`config.mk`:
```
export PLATFORM = sky130hd
export DESIGN_NAME = butterworth_resampler_2x
export DESIGN_NICKNAME = d
export VERILOG_FILES = /design/src/rtl/brs_pkg.sv /design/src/rtl/brs_ctrl.sv /design/src/rtl/brs_dpath.sv /design/src/rtl/butterworth_resampler_2x.sv
export SDC_FILE = /design/constraint.sdc
export NUM_CORES = 2
export LEC_CHECK = 0
export BUFFER_PORTS_ARGS = -buffer_cell sky130_fd_sc_hd__buf_2
export CORE_AREA = 2 2 335 337
export CTS_BUF_LIST = sky130_fd_sc_hd__clkbuf_16
export DETAILED_ROUTE_END_ITERATION = 6
export DIE_AREA = 0 0 337 339
export GPL_TIMING_DRIVEN = 0
export PLACE_DENSITY = 0.82
export SETUP_SLACK_MARGIN = 0.2
export SLEW_MARGIN = 0
export SYNTH_ARGS = -nofsm -noshare
export SYNTH_HDL_FRONTEND = slang
export SYNTH_SLANG_ARGS = --single-unit
```
`constraint.sdc`:
```
create_clock -name clk -period 11.97 [get_ports clk]
set_input_delay 1.197 -clock clk [delete_from_list [all_inputs] [get_ports clk]]
set_output_delay 1.197 -clock clk [all_outputs]
set_load 0.02 [all_outputs]
```
`src/rtl/brs_pkg.sv`:
```
// Package for the 2x Butterworth resampler: fixed-point widths, filter
// coefficients and the command/status types between controller and datapath.
// No dependencies.
package brs_pkg;

	localparam int SAMPLE_W  = 16;
	localparam int SFB       = 16;
	localparam int STATE_W   = 40;
	localparam int EXT_W     = STATE_W + 2;
	localparam int COEF_W    = 24;
	localparam int COEF_FRAC = 22;
	localparam int ACC_W     = STATE_W + COEF_W;

	localparam logic signed [COEF_W-1:0] S1_GAIN = COEF_W'(283136);
	localparam logic signed [COEF_W-1:0] S1_OLD  = -COEF_W'(1893344);
	localparam logic signed [COEF_W-1:0] S1_NEW  = COEF_W'(952318);
	localparam logic signed [COEF_W-1:0] S2_GAIN = COEF_W'(1) << COEF_FRAC;
	localparam logic signed [COEF_W-1:0] S2_OLD  = -COEF_W'(191885);
	localparam logic signed [COEF_W-1:0] S2_NEW  = COEF_W'(686151);

	localparam logic signed [EXT_W-1:0] ST_MAX = EXT_W'({1'b0, {(STATE_W-1){1'b1}}});
	localparam logic signed [EXT_W-1:0] ST_MIN = -ST_MAX - EXT_W'(1);

	typedef enum logic [1:0] {
		MAC_IN,
		MAC_OLD,
		MAC_NEW
	} mac_sel_t;

	typedef struct packed {
		logic     load;
		logic     mac_en;
		mac_sel_t sel;
		logic     finish;
		logic     emit;
		logic     last;
		logic     sec;
		logic     dir;
	} cmd_t;

	typedef struct packed {
		logic out_free;
	} status_t;

	function automatic logic signed [STATE_W-1:0] sat_state(input logic signed [EXT_W-1:0] v);
		logic signed [EXT_W-1:0] r;
		begin
			if (v > ST_MAX) r = ST_MAX;
			else if (v < ST_MIN) r = ST_MIN;
			else r = v;
			return r[STATE_W-1:0];
		end
	endfunction

endpackage

```
`src/rtl/brs_ctrl.sv`:
```
// Sequencer for the 2x resampler: steps each biquad section through its
// multiply-accumulate and update steps and schedules the output transactions.
// Depends on brs_pkg.
module brs_ctrl (
	input  logic            clk,
	input  logic            arst_n,
	input  logic            s_tvalid,
	output logic            s_tready,
	input  logic            s_tuser,
	input  brs_pkg::status_t status,
	output brs_pkg::cmd_t   cmd
);
	import brs_pkg::*;

	typedef enum logic [2:0] {
		ST_IDLE,
		ST_MAC_IN,
		ST_MAC_OLD,
		ST_MAC_NEW,
		ST_FINISH,
		ST_EMIT
	} state_t;

	state_t state_q;
	logic   pass_q;
	logic   sec_q;
	logic   op_q;

	assign s_tready = (state_q == ST_IDLE);

	always_comb begin
		cmd        = '0;
		cmd.sec    = sec_q;
		cmd.dir    = op_q;
		cmd.last   = pass_q | ~op_q;
		cmd.sel    = MAC_IN;
		cmd.load   = (state_q == ST_IDLE) && s_tvalid;
		cmd.finish = (state_q == ST_FINISH);
		cmd.emit   = (state_q == ST_EMIT) && status.out_free;
		case (state_q)
			ST_MAC_IN: begin
				cmd.mac_en = 1'b1;
				cmd.sel    = MAC_IN;
			end
			ST_MAC_OLD: begin
				cmd.mac_en = 1'b1;
				cmd.sel    = MAC_OLD;
			end
			ST_MAC_NEW: begin
				cmd.mac_en = 1'b1;
				cmd.sel    = MAC_NEW;
			end
			default: begin
				cmd.mac_en = 1'b0;
			end
		endcase
	end

	always_ff @(posedge clk or negedge arst_n) begin
		if (!arst_n) begin
			state_q <= ST_IDLE;
			pass_q  <= 1'b0;
			sec_q   <= 1'b0;
			op_q    <= 1'b0;
		end else begin
			case (state_q)
				ST_IDLE: begin
					if (s_tvalid) begin
						op_q    <= s_tuser;
						pass_q  <= 1'b0;
						sec_q   <= 1'b0;
						state_q <= ST_MAC_IN;
					end
				end
				ST_MAC_IN:  state_q <= ST_MAC_OLD;
				ST_MAC_OLD: state_q <= ST_MAC_NEW;
				ST_MAC_NEW: state_q <= ST_FINISH;
				ST_FINISH: begin
					if (!sec_q) begin
						sec_q   <= 1'b1;
						state_q <= ST_MAC_IN;
					end else if (pass_q && !op_q) begin
						state_q <= ST_IDLE;
					end else begin
						state_q <= ST_EMIT;
					end
				end
				ST_EMIT: begin
					if (status.out_free) begin
						if (pass_q) begin
							state_q <= ST_IDLE;
						end else begin
							pass_q  <= 1'b1;
							sec_q   <= 1'b0;
							state_q <= ST_MAC_IN;
						end
					end
				end
				default: state_q <= ST_IDLE;
			endcase
		end
	end

endmodule

```
`src/rtl/brs_dpath.sv`:
```
// Datapath for the 2x resampler: filter delay registers for both directions,
// one shared 40x24 multiplier with accumulator, PCM conversion and output register.
// Depends on brs_pkg.
module brs_dpath (
	input  logic                               clk,
	input  logic                               arst_n,
	input  logic [31:0]                        s_tdata,
	input  brs_pkg::cmd_t                      cmd,
	output brs_pkg::status_t                   status,
	output logic                               m_tvalid,
	input  logic                               m_tready,
	output logic signed [brs_pkg::SAMPLE_W-1:0] m_sample,
	output logic                               m_last
);
	import brs_pkg::*;

	localparam logic signed [ACC_W-1:0] RND = ACC_W'(1) << (COEF_FRAC - 1);
	localparam logic signed [EXT_W-1:0] HALF = EXT_W'(1) << (SFB - 1);
	localparam logic signed [EXT_W-1:0] BIAS = (EXT_W'(1) << SFB) - EXT_W'(1);
	localparam logic signed [EXT_W-1:0] PCM_MAX = EXT_W'(32767);
	localparam logic signed [EXT_W-1:0] PCM_MIN = -EXT_W'(32768);

	logic signed [STATE_W-1:0]  d0_q [2][2];
	logic signed [STATE_W-1:0]  d1_q [2][2];
	logic signed [STATE_W-1:0]  x_q;
	logic signed [SAMPLE_W-1:0] second_q;
	logic signed [ACC_W-1:0]    acc_q;
	logic                       valid_q;
	logic signed [SAMPLE_W-1:0] sample_q;
	logic                       last_q;

	logic signed [SAMPLE_W-1:0] first_in;
	logic signed [SAMPLE_W-1:0] second_in;
	logic signed [STATE_W-1:0]  d0_sel;
	logic signed [STATE_W-1:0]  d1_sel;
	logic signed [STATE_W-1:0]  mul_a;
	logic signed [COEF_W-1:0]   mul_b;
	logic signed [ACC_W-1:0]    prod;
	logic signed [ACC_W-1:0]    rnd;
	logic signed [ACC_W-1:0]    shft;
	logic signed [EXT_W-1:0]    w_ext;
	logic signed [STATE_W-1:0]  w;
	logic signed [EXT_W-1:0]    y_ext;
	logic signed [STATE_W-1:0]  y;
	logic signed [STATE_W:0]    ky;
	logic signed [EXT_W-1:0]    t;
	logic signed [EXT_W-1:0]    tb;
	logic signed [EXT_W-1:0]    q;
	logic signed [SAMPLE_W-1:0] pcm;

	assign first_in  = s_tdata[15:0];
	assign second_in = s_tdata[31:16];
	assign d0_sel    = d0_q[cmd.dir][cmd.sec];
	assign d1_sel    = d1_q[cmd.dir][cmd.sec];

	always_comb begin
		case (cmd.sel)
			MAC_IN: begin
				mul_a = x_q;
				mul_b = cmd.sec ? S2_GAIN : S1_GAIN;
			end
			MAC_OLD: begin
				mul_a = d0_sel;
				mul_b = cmd.sec ? S2_OLD : S1_OLD;
			end
			MAC_NEW: begin
				mul_a = d1_sel;
				mul_b = cmd.sec ? S2_NEW : S1_NEW;
			end
			default: begin
				mul_a = x_q;
				mul_b = S1_GAIN;
			end
		endcase
	end

	assign prod = mul_a * mul_b;

	always_comb begin
		rnd   = acc_q + RND;
		shft  = rnd >>> COEF_FRAC;
		w_ext = shft[EXT_W-1:0];
		w     = sat_state(w_ext);
		y_ext = EXT_W'(d0_sel) + (EXT_W'(d1_sel) <<< 1) + EXT_W'(w);
		y     = sat_state(y_ext);
	end

	always_comb begin
		ky = cmd.dir ? {x_q, 1'b0} : {x_q[STATE_W-1], x_q};
		t  = EXT_W'(ky) + HALF;
		tb = t[EXT_W-1] ? (t + BIAS) : t;
		q  = tb >>> SFB;
		if (q > PCM_MAX) pcm = PCM_MAX[SAMPLE_W-1:0];
		else if (q < PCM_MIN) pcm = PCM_MIN[SAMPLE_W-1:0];
		else pcm = q[SAMPLE_W-1:0];
	end

	always_ff @(posedge clk or negedge arst_n) begin
		if (!arst_n) begin
			for (int i = 0; i < 2; i++) begin
				for (int j = 0; j < 2; j++) begin
					d0_q[i][j] <= '0;
					d1_q[i][j] <= '0;
				end
			end
			valid_q <= 1'b0;
		end else begin
			if (cmd.finish) begin
				d0_q[cmd.dir][cmd.sec] <= d1_sel;
				d1_q[cmd.dir][cmd.sec] <= w;
			end
			if (cmd.emit) begin
				valid_q <= 1'b1;
			end else if (m_tready) begin
				valid_q <= 1'b0;
			end
		end
	end

	always_ff @(posedge clk) begin
		if (cmd.load) begin
			x_q      <= STATE_W'(first_in) <<< SFB;
			second_q <= second_in;
		end else if (cmd.finish) begin
			x_q <= y;
		end else if (cmd.emit) begin
			x_q <= cmd.dir ? '0 : (STATE_W'(second_q) <<< SFB);
		end
		if (cmd.mac_en) begin
			acc_q <= (cmd.sel == MAC_IN) ? prod : (acc_q + prod);
		end
		if (cmd.emit) begin
			sample_q <= pcm;
			last_q   <= cmd.last;
		end
	end

	assign status.out_free = !valid_q || m_tready;
	assign m_tvalid        = valid_q;
	assign m_sample        = sample_q;
	assign m_last          = last_q;

endmodule

```
`src/rtl/butterworth_resampler_2x.sv`:
```
// Top level of the 2x Butterworth resampler: sequencer plus datapath.
// Depends on brs_pkg, brs_ctrl and brs_dpath.
//
// A 2x audio rate changer around a fixed order-4 Butterworth lowpass (two
// cascaded biquads, state in signed Q24.16 over 40 bits). tuser = 0 filters
// the sample pair in tdata through the downsample filter and returns the
// filtered first sample as one transaction with tlast set; tuser = 1 filters
// the first sample and then a zero through the upsample filter and returns
// both results doubled, the second with tlast set. Each filter run steps
// through both biquad sections, each through MAC_IN, MAC_OLD, MAC_NEW and
// FINISH on one shared 40x24 multiplier. tready is high only between items,
// so no new sample pair is taken before the last one is through. A stalled
// master side holds the second upsample result back and leaves the first
// one waiting in the output register while filtering goes on.
module butterworth_resampler_2x (
	input  logic        clk,
	input  logic        arst_n,
	input  logic        s_tvalid,
	output logic        s_tready,
	input  logic [31:0] s_tdata,   // [15:0] first_sample, [31:16] second_sample
	input  logic        s_tuser,   // [0] op
	output logic        m_tvalid,
	input  logic        m_tready,
	output logic [15:0] m_tdata,   // [15:0] sample
	output logic        m_tlast
);
	import brs_pkg::*;

	cmd_t                      cmd;
	status_t                   status;
	logic signed [SAMPLE_W-1:0] sample;

	brs_ctrl u_ctrl (
		.clk      (clk),
		.arst_n   (arst_n),
		.s_tvalid (s_tvalid),
		.s_tready (s_tready),
		.s_tuser  (s_tuser),
		.status   (status),
		.cmd      (cmd)
	);

	brs_dpath u_dpath (
		.clk      (clk),
		.arst_n   (arst_n),
		.s_tdata  (s_tdata),
		.cmd      (cmd),
		.status   (status),
		.m_tvalid (m_tvalid),
		.m_tready (m_tready),
		.m_sample (sample),
		.m_last   (m_tlast)
	);

	assign m_tdata = sample;

endmodule
```
==> results.py <==
metrics = {
    "timing": {
        "fmax_mhz": 81.1,
        "timing.slew.headroom_pct": -1.19,
        "rsz0062_at_grt": "true",
        "clock_skew_ps": 43.6,
        "slew_viol_final": 11,
        "finalCriticalPeriod_ps": 12330,
        "finalSetupViolations": 9,
        "fin_crit_sh_pct": 103,
        "fin_ws_ps": -362,
        "hold_viol_final": 0,
        "worst_slew_pin_slew_ps": 1520,
    },
    "logic_synthesis": {
        "ys_ff_latch": 464,
        "synth.distinct_cells": 80,
        "synthDominantCellAreaShare_pct": 33.1,
        "async_flop_share_pct": 70.5,
        "yosysSeqAreaShare_pct": 20.1,
        "synth_nets": 7671,
        "synthCells": 6353,
        "synth_flop_cell": "dfrtp_1",
        "synth_most_common_cell": "inv_1",
        "syn_area_sq_um": 60500,
        "synthTopCellsByArea": "fa_1 33%, dfrtp_1 14%, inv_1 7.3%",
        "synth_common_cells": "1184 x inv_1, 1000 x fa_1, 718 x nand2_1",
        "synth_edf_count": 121,
        "yosysWarnings": 0,
        "yosysTopAreaCell": "fa_1",
        "syn_avg_cell_area_sq_um": 9.52,
    },
    "run_status": {
        "violations": "design-rule violations, max-capacitance violations, max-slew violations, negative setup slack",
        "status": "finished, violations left",
    },
    "routing": {
        "dr.pass1.iters": 7,
        "wl_per_cell_um": 28.1,
        "wl_um": 232000,
        "drtAntennaViolNets": 0,
        "drt_iter0_markers": 7770,
        "route.detailed.drc": 52,
        "vias": 52897,
        "vias_per_cell": 6.41,
    },
    "cells_and_area": {
        "drive_above_1_share_pct": 17.9,
        "multi_input_area_sq_um": 45200,
        "finalInstanceArea_sq_um": 70000,
        "ff_latch_area_sq_um": 12100,
        "syn2layout_area_growth_pct": 15.7,
        "nFillCells": 8203,
        "nets": 8030,
        "instances_no_fill": 8252,
    },
    "place": {
        "portBuffers": 55,
        "place_area_sq_um": 62800,
        "dp_cells": 7901,
        "hpwlAfterDp_um": 175000,
        "gp_congestion": 1.17,
    },
    "die": {
        "die_h_um": 339,
        "io_pins": 56,
        "coreArea_sq_um": 110000,
        "dieArea_sq_um": 114000,
        "placementRows": 122,
        "die-width_um": 337,
        "start_util_pct": 54.8,
    },
    "worst_setup_path": {
        "critPathMostFrequentCell": "fa_1",
        "critical_path_class": "reg -> reg",
        "critical_path_required_ps": 12400,
        "critPathArrivalTime_ps": 12760,
        "cp-start-kind": "register",
        "critPathCaptureType": "register",
        "worst-path-max-fanout": 10,
        "max_stage_delay_ps": 990,
        "rr_worst_depth": 41,
        "critical_path.slowest_cell": "clkdlybuf4s15_1",
    },
    "cts": {
        "ctsHoldBuffers": 0,
        "insertion_delay_ps": 670,
        "htreeDepth": 2,
        "cts_buffer_depth": 3,
        "clockRootBuffer": "clkbuf_16",
        "path_clk_slew_ps": 70,
        "cts_tree": "yes",
        "cts.sinks": 464,
        "cts_buffers": 52,
    },
    "grt": {
        "grt_pass1_vias": 52915,
        "grt_max_degree": 102,
        "track_usage_pct": 39.8,
        "antenna_found_initial": 12,
        "grt_overflow": 0,
        "grt_first_pass_wirelength_um": 333000,
    },
    "hold_path": {
        "hold_class": "in -> async",
    },
    "job": {
        "maxCapViolCount": 1,
    },
}
-- area by class of cell --
| type | count | share of cell area [%] |
|---|---|---|
| clock buffer | 61 | 2.18 |
| inverter | 1185 | 6.38 |
| tap | 1488 | 2.66 |
| buffer | 278 | 2.69 |
| antenna | 8 | 0.0286 |
| clock inverter | 37 | 0.418 |
| timing repair buffer | 306 | 3.69 |
| sequential | 464 | 17.3 |
| multi-input combinational | 4425 | 64.6 |
-- layout by cell type, fill, tap and decap left out, types with 47 or more instances in the layout --
cell type,Yosys,routed
xor2_1,92,85
fa_1,1000,962
inv_1,1184,1156
nor2_1,464,443
clkbuf_16,0,67
nand3_1,71,65
mux4_2,80,80
buf_4,4,215
ha_1,281,251
and2_1,66,62
dfrtp_1,327,327
clkbuf_2,2,51
edfxtp_1,121,121
nand2_2,0,47
xnor2_1,147,135
clkbuf_1,241,123
mux2_2,146,146
o21ai_0,280,254
nand2_1,718,649
a21o_1,157,130
buf_2,10,63
a21oi_1,369,302
-- logic make-up after synthesis --
| kind of cell | Yosys count | share of synthesized area (%) |
|---|---|---|
| XOR/XNOR | 240 | 3.50 |
| multiplexers | 250 | 6.10 |
| AND/OR/NAND/NOR | 1568 | 11.3 |
| flip-flops | 464 | 20.1 |
| AO/OA/AOI/OAI | 1086 | 11.0 |
| buffers and inverters | 1464 | 9.16 |
| adder cells (fa/ha/maj) | 1281 | 38.9 |
-- what timing repair did --
item | CTS | global route
pin swaps | 127 | 156
buffers inserted | 143 | 98
cloned | 5 | 0
resized for setup | 583 | 358
setup endpoints to repair | 48 | 32
-- registers in the layout, summed over array words and instances (netlist names), 3 cells and up --
| register | cells |
|---|---|
| u_dpath.m_sample | 16 |
| u_dpath.second_q | 16 |
| u_dpath.d1_q | 160 |
| u_dpath.d0_q | 160 |
| u_ctrl.state_q | 3 |
| u_dpath.acc_q | 64 |
| u_dpath.x_q | 40 |
-- metrics by stage --
step	utilization [%]	setup slack (ps)	setup TNS (ps)	hold slack, ps
after floorplan	-	207	0	432
final	63.4	-362	-1590	436
after global routing	63.4	-290	-1440	458
after detailed placement	56.9	-3700	-92640	451
after global placement	56.7	-3940	-97180	445
after CTS	61.6	195	0	441
-- routing by layer --
layer  part of all wire (%)  vias to the layer above  GRT usage [%]  wire [um]
li1                       -                    21071              -          -
met1                     33                    25798           49.5      76400
met2                     41                     4732           55.2      94800
met3                     16                     1286           17.5      38100
met4                    9.6                       10           27.6      22100
met5                  0.057                        -              0        133
-- worst max-delay path: cells and delay by family (launching register included) --
family                     cells  cell delay [ps]
adders and majority gates      9             4200
AOI/OAI and AO/OA             14             3110
buffers and inverters         11             2970
and+or+nand+nor                5              790
xor gates and xnor gates       1              380
DFF                            1              330
muxes                          1              250
-- worst paths after layout --
path	startpoint	endpoint	slack (ps)
min in group clk	u_dpath.x_q[1]	u_dpath.x_q[1]	470
min reg2reg	u_dpath.x_q[1]	u_dpath.x_q[1]	470
max in group asynchronous	arst_n	u_dpath.d0_q[92]	10280
min	arst_n	u_dpath.d1_q[31]	440
max	u_ctrl.sec_q	u_dpath.acc_q[61]	-360
max reg2reg	u_ctrl.sec_q	u_dpath.acc_q[61]	-360
Power is left out: the tool's default activity adds up to more than one toggle a clock period on the data nets, which glitch-free logic cannot reach.
